<file path="config.mk">
export PLATFORM = sky130hd
export DESIGN_NAME = spk_round_stage
export DESIGN_NICKNAME = d
export VERILOG_FILES = /design/src/spk_pkg.sv /design/src/spk_round_stage.sv
export SDC_FILE = /design/constraint.sdc
export NUM_CORES = 1
export LEC_CHECK = 0
export BUFFER_PORTS_ARGS = -buffer_cell sky130_fd_sc_hd__buf_2
export CORE_UTILIZATION = 45
export CTS_CLUSTER_SIZE = 28
export DETAILED_ROUTE_END_ITERATION = 12
export PLACE_DENSITY = 0.71
export SYNTH_ARGS = -nofsm -noshare
export SYNTH_HDL_FRONTEND = slang
export SYNTH_SLANG_ARGS = --single-unit
</file>
<file path="constraint.sdc">
create_clock -name clk_i -period 0.8 [get_ports clk_i]
set_input_delay 0.04 -clock clk_i [delete_from_list [all_inputs] [get_ports clk_i]]
set_output_delay 0.04 -clock clk_i [all_outputs]
set_load 0.01 [all_outputs]
</file>
<file path="src/spk_pkg.sv">
// spk_pkg: shared types, constants and rotate helpers for the speck128/128 core
// no dependencies

package spk_pkg;

  localparam int unsigned WORD_W          = 64;
  localparam int unsigned ROUND_COUNT_DEF = 32;
  localparam int unsigned ROR_AMT         = 8;
  localparam int unsigned ROL_AMT         = 3;

  localparam int unsigned CFG_IDX_W = 1;
  localparam logic [CFG_IDX_W-1:0] REG_KEY_FIRST  = 1'd0;
  localparam logic [CFG_IDX_W-1:0] REG_KEY_SECOND = 1'd1;

  typedef struct packed {
    logic [WORD_W-1:0] plain_y;
    logic [WORD_W-1:0] plain_x;
  } in_word_t;

  typedef struct packed {
    logic [WORD_W-1:0] cipher_y;
    logic [WORD_W-1:0] cipher_x;
  } out_word_t;

  // block and key schedule state carried along the pipeline
  typedef struct packed {
    logic [WORD_W-1:0] x;
    logic [WORD_W-1:0] y;
    logic [WORD_W-1:0] k;
    logic [WORD_W-1:0] l;
  } round_state_t;

  function automatic logic [WORD_W-1:0] ror8(input logic [WORD_W-1:0] v);
    ror8 = {v[ROR_AMT-1:0], v[WORD_W-1:ROR_AMT]};
  endfunction

  function automatic logic [WORD_W-1:0] rol3(input logic [WORD_W-1:0] v);
    rol3 = {v[WORD_W-ROL_AMT-1:0], v[WORD_W-1:WORD_W-ROL_AMT]};
  endfunction

endpackage

</file>
<file path="src/spk_round_stage.sv">
// spk_round_stage: one registered speck round plus one key schedule step
// depends on spk_pkg

module spk_round_stage #(
  parameter int unsigned ROUND_IDX = 0
) (
  input  logic                 clk_i,
  input  logic                 rst_ni,
  input  logic                 adv_i,
  input  logic                 valid_i,
  input  spk_pkg::round_state_t state_i,
  output logic                 valid_o,
  output spk_pkg::round_state_t state_o
);

  localparam logic [spk_pkg::WORD_W-1:0] RoundConst = spk_pkg::WORD_W'(ROUND_IDX);

  logic                  valid_q;
  spk_pkg::round_state_t state_d, state_q;

  always_comb begin
    state_d.x = (spk_pkg::ror8(state_i.x) + state_i.y) ^ state_i.k;
    state_d.y = spk_pkg::rol3(state_i.y) ^ state_d.x;
    state_d.l = (spk_pkg::ror8(state_i.l) + state_i.k) ^ RoundConst;
    state_d.k = spk_pkg::rol3(state_i.k) ^ state_d.l;
  end

  always_ff @(posedge clk_i or negedge rst_ni) begin
    if (!rst_ni) begin
      valid_q <= 1'b0;
    end else if (adv_i) begin
      valid_q <= valid_i;
    end
  end

  always_ff @(posedge clk_i) begin
    if (adv_i) begin
      state_q <= state_d;
    end
  end

  assign valid_o = valid_q;
  assign state_o = state_q;

endmodule

</file>
=== Word-level counts from Yosys, hierarchy flattened ===
Index checks and enable logic that the tools add are counted.

* Register bits: 257
* Latch bits: 0
* Bits in writable memories: 0
* Bits in read-only memories: 0
* Input bits: 260
* Output and inout bits: 257
* Word-level logic and storage cells: 10
* Memories: 0

* $add $sub $neg: 2
* Multipliers: 0
* Divide/modulo/power cells: 0
* $lt $le $gt $ge: 0
* Equality and inequality tests: 0
* Shift-type cells: 0
* Mux-type cells: 0
* Bitwise operators: 3
* Reductions and logical operators: 0

{| class="wikitable"
|+ Operator list
! cell !! count
|-
| $xor 64x64->64 || 3
|-
| $add 64x64->64 || 2
|}

=== Longest topological paths before layout ===
Gate-level depths: netlist of the first run.

* Depth in word-level cells: 3
* Depth in mapped cells: 12
* Depth with buffers taken out: 12

=== Worst setup path before layout of the first run ===
Ideal clock, no wire load.

* Path kind: in2reg
* Start point: input port state_i[8] (netlist name)
* End point: register state_q, in the netlist state_o[110] (data pin)
* Library setup time: 0.262 ns
* Data arrival time: 2.366 ns
* Required time: 0.538 ns
* Setup slack: -1.828 ns
* Stages on the path: 11
* Buffers on the path: 0
* Cells stage by stage: ha_1 > fa_1 > a211oi_1 > o21a_4 > a21oi_4 > a41oi_4 > o31ai_4 > a211oi_4 > o21bai_1 > xnor2_2 > xor2_1

{| class="wikitable"
|+ RTL lines
! element !! line !! RTL
|-
| from (decl) || spk_round_stage.sv:11 || <nowiki>input spk_pkg::round_state_t state_i,</nowiki>
|-
| to (signal assigned) || spk_round_stage.sv:38 || <nowiki>state_q <= state_d;</nowiki>
|-
| to (decl) || spk_round_stage.sv:19 || <nowiki>spk_pkg::round_state_t state_d, state_q;</nowiki>
|}

==> results of run 1 <==
flip-flops by register name, indices dropped and copies added (netlist names):
register / cells
valid_o: 1
state_o: 256
where the power goes:
group	total (mW)	leakage, nW	internal (mW)	switching, mW
logic	28.5	11.8	14.0	14.5
registers	19.5	2.52	18.5	1.03
clock network	13.8	0.431	7.81	5.98
total	61.8	14.7	40.3	21.5
kinds of logic after synthesis:
| group | count (synthesis) |
|---|---|
| AO/OA/AOI/OAI | 462 |
| AND/OR/NAND/NOR | 350 |
| XOR/XNOR | 322 |
| flip-flops | 257 |
| adder cells (fa/ha/maj) | 128 |
| buffers and inverters | 101 |
| multiplexers | 1 |
per-stage QoR:
step                      instances   util  hold WS, ns  power, mW
after floorplan                1621      -       -0.256       29.8
after global placement         3305  0.704       -0.186       40.2
after detailed placement       3305  0.704       -0.185       40.7
after CTS                      3533  0.822       -0.102       57.1
after global routing           3574  0.868      -0.0818       63.6
final                          3580  0.868      -0.0815       61.8
worst max-delay path: cells and delay by family:
| kind | cells | cell delay, ns |
|---|---|---|
| adders and majority gates | 2 | 0.48 |
| AOI/OAI and AO/OA | 7 | 1.35 |
| xor gates and xnor gates | 1 | 0.18 |
| and+or+nand+nor | 1 | 0.16 |
| buffers and inverters | 4 | 0.56 |
routing by layer:
layer,vias to the layer above,share of wire
li1,8833,-
met1,9877,0.34
met4,6,0.088
met2,1508,0.48
met3,563,0.099
met5,-,0.00044
repair_timing:
action	4_1_cts	5_1_grt
pin swaps	153	159
hold endpoints to repair	182	5
setup buffers	70	64
gates resized for setup	339	266
hold buffers	121	1
endpoints found under the setup margin	502	646
cell type report:
cell class | count | area, sq um
Inverter | 42 | 158
Multi-Input combinational cell | 1263 | 13300
Tap cell | 518 | 648
Sequential cell | 257 | 7710
Fill cell | 1767 | 5090
Antenna cell | 18 | 45.0
Clock inverter | 21 | 249
Clock buffer | 29 | 683
Timing Repair Buffer | 1432 | 10700
worst max path at each step:
stage	endpoint	slack, ns	depth (start not counted)
3_5_place_dp	state_o[178]	-2.33	15
3_3_place_gp	state_o[178]	-2.27	15
4_1_cts	state_o[188]	-1.48	15
2_1_floorplan	state_o[110]	-1.68	11
5_1_grt	state_o[188]	-1.66	15
6_report	state_o[188]	-1.67	15
cells in the mapped netlist (all sizes together) (7+ instances only):
cell type / count
edfxtp: 256
xor2: 173
a21oi: 164
xnor2: 136
ha: 126
nand2: 115
o21ai: 92
nor2: 78
a21o: 59
nand4: 49
inv: 42
clkbuf: 32
o21bai: 28
buf: 27
nand3: 21
nor3: 20
o21a: 16
a31oi: 13
xnor3: 12
o211ai: 11
and3: 10
nor2b: 10
o31ai: 10
a211oi: 9
a221oi: 8
and2: 8
nand2b: 8
a21boi: 7
==> reports/qor.txt, run 1 <==
Synth area leader = edfxtp_1
Vias/cell = 5.81
Yosys Warn Count = 0
via count = 20800
CTS buffer count = 27
Rel. slew slack = 0.486
share of layout cells above drive strength 1 = 0.580
critical path, cell by cell = buf_8, ha_4, inv_2, fa_2, nor2b_2, o211ai_1, a31oi_1, buf_4, o21ai_4, a211oi_2, buf_4, a31oi_4, o21a_1, o21ba_4, xnor3_1
Mapped Area = 0.0176 sq mm
clock buffer depth = 3
CTS root buffer = clkbuf_16
post-synthesis adder-cell area fraction = 0.0920
DR iter-0 viols = 1641
Initial Util = 0.456
most frequent cells in the layout = 686 x buf_4, 455 x buf_2, 256 x edfxtp_1
crit path kind = input pin to flip-flop
fmax = 405 MHz
max cap viols = 0
largest net degree at the start of global routing = 44
Synth Register Bits = 257
worst hold slack = -0.0815 ns
met1 Resource Use GR = 0.423
Synth cell types = 92
Area growth syn-to-layout = 90.5%
post-synthesis simple-gate area fraction = 0.0973
slowest stage delay, CP = 0.35 ns
Final Net Count = 3411
violated checks = hold timing, setup timing
fin crit share = 3.09
Worst setup EP type = flip-flop
final worst slack = -1.67 ns
min-delay src = state_i[200]
Cells after Synth = 1621
worst setup path start = state_i[128]
RePlAce Congestion = 0.957
initial antenna violation count = 20
Leakage = 14.7 nW
first-pass GRT wire length = 114000 um
Worst path most repeated cell = buf_4
largest family of logic cells by synthesized area = compound AO/OA/AOI/OAI gates
H-tree levels = 1
DIE HEIGHT = 200 um
FF-to-FF path depth = 1
CP Max Fanout = 3
leading post-synthesis cells by cell area = edfxtp_1 44%, ha_1 9.0%, xor2_1 8.6%, xnor2_1 6.6%, a21oi_1 4.6%
status = finished, violations left
Post-DP HPWL = 55400 um
die width = 200 um
worst r2r src = valid_o
worst-margin pin slew = 0.763 ns
Worst Path Arrival = 2.78 ns
Final Setup Violations = 646
EDFF count, synth = 256
worst hold path type = input pin to flip-flop
ys flop type = edfxtp_1
FFs w/ async S/R, synth = 0.00389
Placed Instance Area = 0.0272 sq mm
grt ovf = 0
Global Route Usage Sum = 0.379
Worst R2R Setup Slack = 0.06 ns
drt total wl = 89300 um
Synth Area in XOR/XNOR = 0.173
global route hottest layer = met2
clock tree sinks = 257
Ports = 517
most common cell after layout, fill and taps aside = buf_4
PortBufs = 516
min cycle time layout = 2.47 ns
Setup Skew = 0 ns
hold path depth = 3
Synth Area in Compound Gates = 0.174
clock transition at the registers of the reported paths = 0.06 ns
vias in the first global route = 20500
post-place setup slack = -2.33 ns
Setup TNS = -392.66 ns
design area = 0.0335 sq mm
Final Max Tran Viols = 0
# DRC = 0
Syn Area/Cell = 10.8 sq um
critical path startpoint category = input pin
sequential area share after synthesis = 0.439
area of the core = 0.0386 sq mm
crit path max-delay cell type = fa_2
Hold Path Sink = state_o[192]
RSZ-0062 raised after global routing = true
CTS tree = done
RR Endpoint = valid_o
mux contribution to synthesized area = 0.000641
CP Data Required Time = 1.11 ns
Synth Net Count = 2009
Global Route met2 Usage = 0.665
Site Rows = 72
top cell type's share of synthesized area = 0.438
M3 GR Usage = 0.0820
Clk Latency, worst-skew pair = 0.58 ns
1st-pass router iterations = 7
ANT nets after route = 0
final hold violation count = 5
die area = 0.0398 sq mm
Power Dens Cells = 1850 mW/mm^2
WL/cell = 24.9 um
peak supply drop = 0.00209 V
No activity file was read; power rests on OpenSTA's default activity.
==> run 2, diff against run 1 <==
--- a/config.mk
+++ b/config.mk
@@ -7,9 +7,11 @@
 export LEC_CHECK = 0
 export BUFFER_PORTS_ARGS = -buffer_cell sky130_fd_sc_hd__buf_2
 export CORE_UTILIZATION = 45
+export CTS_BUF_LIST = sky130_fd_sc_hd__clkbuf_4 sky130_fd_sc_hd__clkbuf_8
 export CTS_CLUSTER_SIZE = 28
 export DETAILED_ROUTE_END_ITERATION = 12
 export PLACE_DENSITY = 0.71
 export SYNTH_ARGS = -nofsm -noshare
 export SYNTH_HDL_FRONTEND = slang
 export SYNTH_SLANG_ARGS = --single-unit
+export TNS_END_PERCENT = 100
==> run 2 against run 1 <==
  * The flow still finishes with violations (hold timing, setup timing)
  * Critical path depth shrank 2
  * Sequential power is essentially flat
  * Die area is the same
  * Register-to-register slack is essentially flat
  * Critical endpoint is now state_o[151]
==> reports/qor.txt, run 2 (same netlist as run 1, synthesis figures left out) <==
Global Route Usage Sum = 0.403
Rel. slew slack = 0.299
violated checks = hold timing, setup timing
crit path max-delay cell type = o21ai_0
Power Dens Cells = 1810 mW/mm^2
combinational fraction of design power = 0.471
ANT nets after route = 0
Final Setup Violations = 505
min cycle time layout = 2.50 ns
Final Net Count = 3441
most common cell after layout, fill and taps aside = buf_4
Setup Skew = 0 ns
sw frac = 0.359
share of layout cells above drive strength 1 = 0.580
Leakage = 14.7 nW
largest net degree at the start of global routing = 44
Post-DP HPWL = 55400 um
Worst setup EP type = flip-flop
1st-pass router iterations = 6
vias in the first global route = 21200
CTS buffer count = 43
worst hold path type = input pin to flip-flop
die width = 200 um
RSZ-0062 raised after global routing = true
clock buffer depth = 3
grt ovf = 0
RePlAce Congestion = 0.957
DIE HEIGHT = 200 um
CTS tree = done
max reg flops = 256
worst-margin pin slew = 1.04 ns
max cap viols = 0
Buf/Inv on CP = 6
critical path startpoint category = input pin
Net Switching = 21.7 mW
CP top delay family = buffers and inverters
CTS root buffer = clkbuf_8
fin crit share = 3.13
first-pass GRT wire length = 120000 um
Initial Util = 0.456
# DRC = 0
CP Data Required Time = 1.19 ns
Tot Pwr = 60.5 mW
DR iter-0 viols = 1881
final worst slack = -1.70 ns
most frequent cells in the layout = 699 x buf_4, 467 x buf_2, 256 x edfxtp_1
Final Max Tran Viols = 0
Clk Latency, worst-skew pair = 0.64 ns
die area = 0.0398 sq mm
critical path, cell by cell = buf_2, ha_4, buf_6, nand4_1, buf_4, inv_2, a21oi_2, buf_4, o21ai_0, nor2_4, buf_6, xnor2_4, xor2_1
Area growth syn-to-layout = 89.7%
area of the core = 0.0386 sq mm
Placed Instance Area = 0.0272 sq mm
worst hold slack = -0.150 ns
slowest stage delay, CP = 0.79 ns
clock tree sinks = 257
Worst Path Arrival = 2.89 ns
peak supply drop = 0.00185 V
drt total wl = 90800 um
final hold violation count = 7
Flop pwr share = 0.322
clock transition at the registers of the reported paths = 0.06 ns
via count = 20800
Clk pwr share = 0.208
initial antenna violation count = 15
CP Max Fanout = 5
H-tree levels = 2
status = finished, violations left
Site Rows = 72
WL/cell = 25.1 um
fmax = 399 MHz
crit path kind = input pin to flip-flop
Ports = 517
Vias/cell = 5.75
design area = 0.0333 sq mm
PortBufs = 516
P_int = 38.8 mW
==> run 2: changes by cell type in the layout (fill, tap and decap cells not counted), moves of 10 or more <==
cell,before,now
clkbuf_4,0,16
buf_2,455,467
buf_6,146,123
buf_4,686,699
clkbuf_8,0,43
clkbuf_16,27,0
dlygate4sd3_1,122,132
==> run 2: area by class of cell <==
cell class                      instances  area [sq um]
Fill cell                            1836          5230
Inverter                               42           158
Timing Repair Buffer                 1446         10700
Tap cell                              518           648
Clock inverter                         22           156
Multi-Input combinational cell       1263         13200
Antenna cell                           14          35.0
Sequential cell                       257          7710
Clock buffer                           58           704
==> run 2: what timing repair did <==
action,CTS,global route
gates cloned,0,0
hold endpoints to repair,325,8
pin swaps,179,166
resized for setup,436,130
hold buffers,131,1
setup endpoints to repair,500,513
setup buffers,80,62
==> run 2: layer usage <==
| layer | wire [um] | global-route usage | vias to the layer above |
|---|---|---|---|
| li1 | - | - | 8901 |
| met1 | 30600 | 0.446 | 9959 |
| met2 | 42800 | 0.692 | 1434 |
| met3 | 9420 | 0.0977 | 522 |
| met4 | 7910 | 0.261 | 8 |
| met5 | 46 | 0 | - |
==> run 2: path summary, 6_finish.rpt <==
kind | startpoint | end | slack, ns | cells past startpoint
min | state_i[9] | state_o[1] | -0.15 | 2
min in group asynchronous | rst_ni | valid_o | 0.26 | 3
min reg2reg | valid_o | valid_o | 0.51 | 1
max reg2reg | valid_o | valid_o | 0.06 | 1
max | state_i[217] | state_o[151] | -1.70 | 13
max in group asynchronous | rst_ni | valid_o | 0.43 | 3
==> run 2: through the flow <==
step	hold slack [ns]	worst slack [ns]	utilization	setup TNS [ns]	std cells
after floorplan	-0.256	-1.68	-	-270.65	1621
after global placement	-0.186	-2.27	0.704	-408.64	3305
after detailed placement	-0.185	-2.33	0.704	-416.35	3305
after CTS	-0.176	-1.40	0.838	-332.81	3565
after global routing	-0.160	-1.68	0.864	-384.40	3617
final	-0.150	-1.70	0.864	-374.50	3620
==> run 2: power groups by stage <==
stage	sequential [mW]	combinational [mW]	clock [mW]
2_1_floorplan	20.8	8.98	0
3_3_place_gp	19.5	20.7	0
3_5_place_dp	19.5	21.2	0
4_1_cts	19.3	25.2	12.3
5_1_grt	19.6	29.6	13.0
6_report	19.5	28.5	12.6
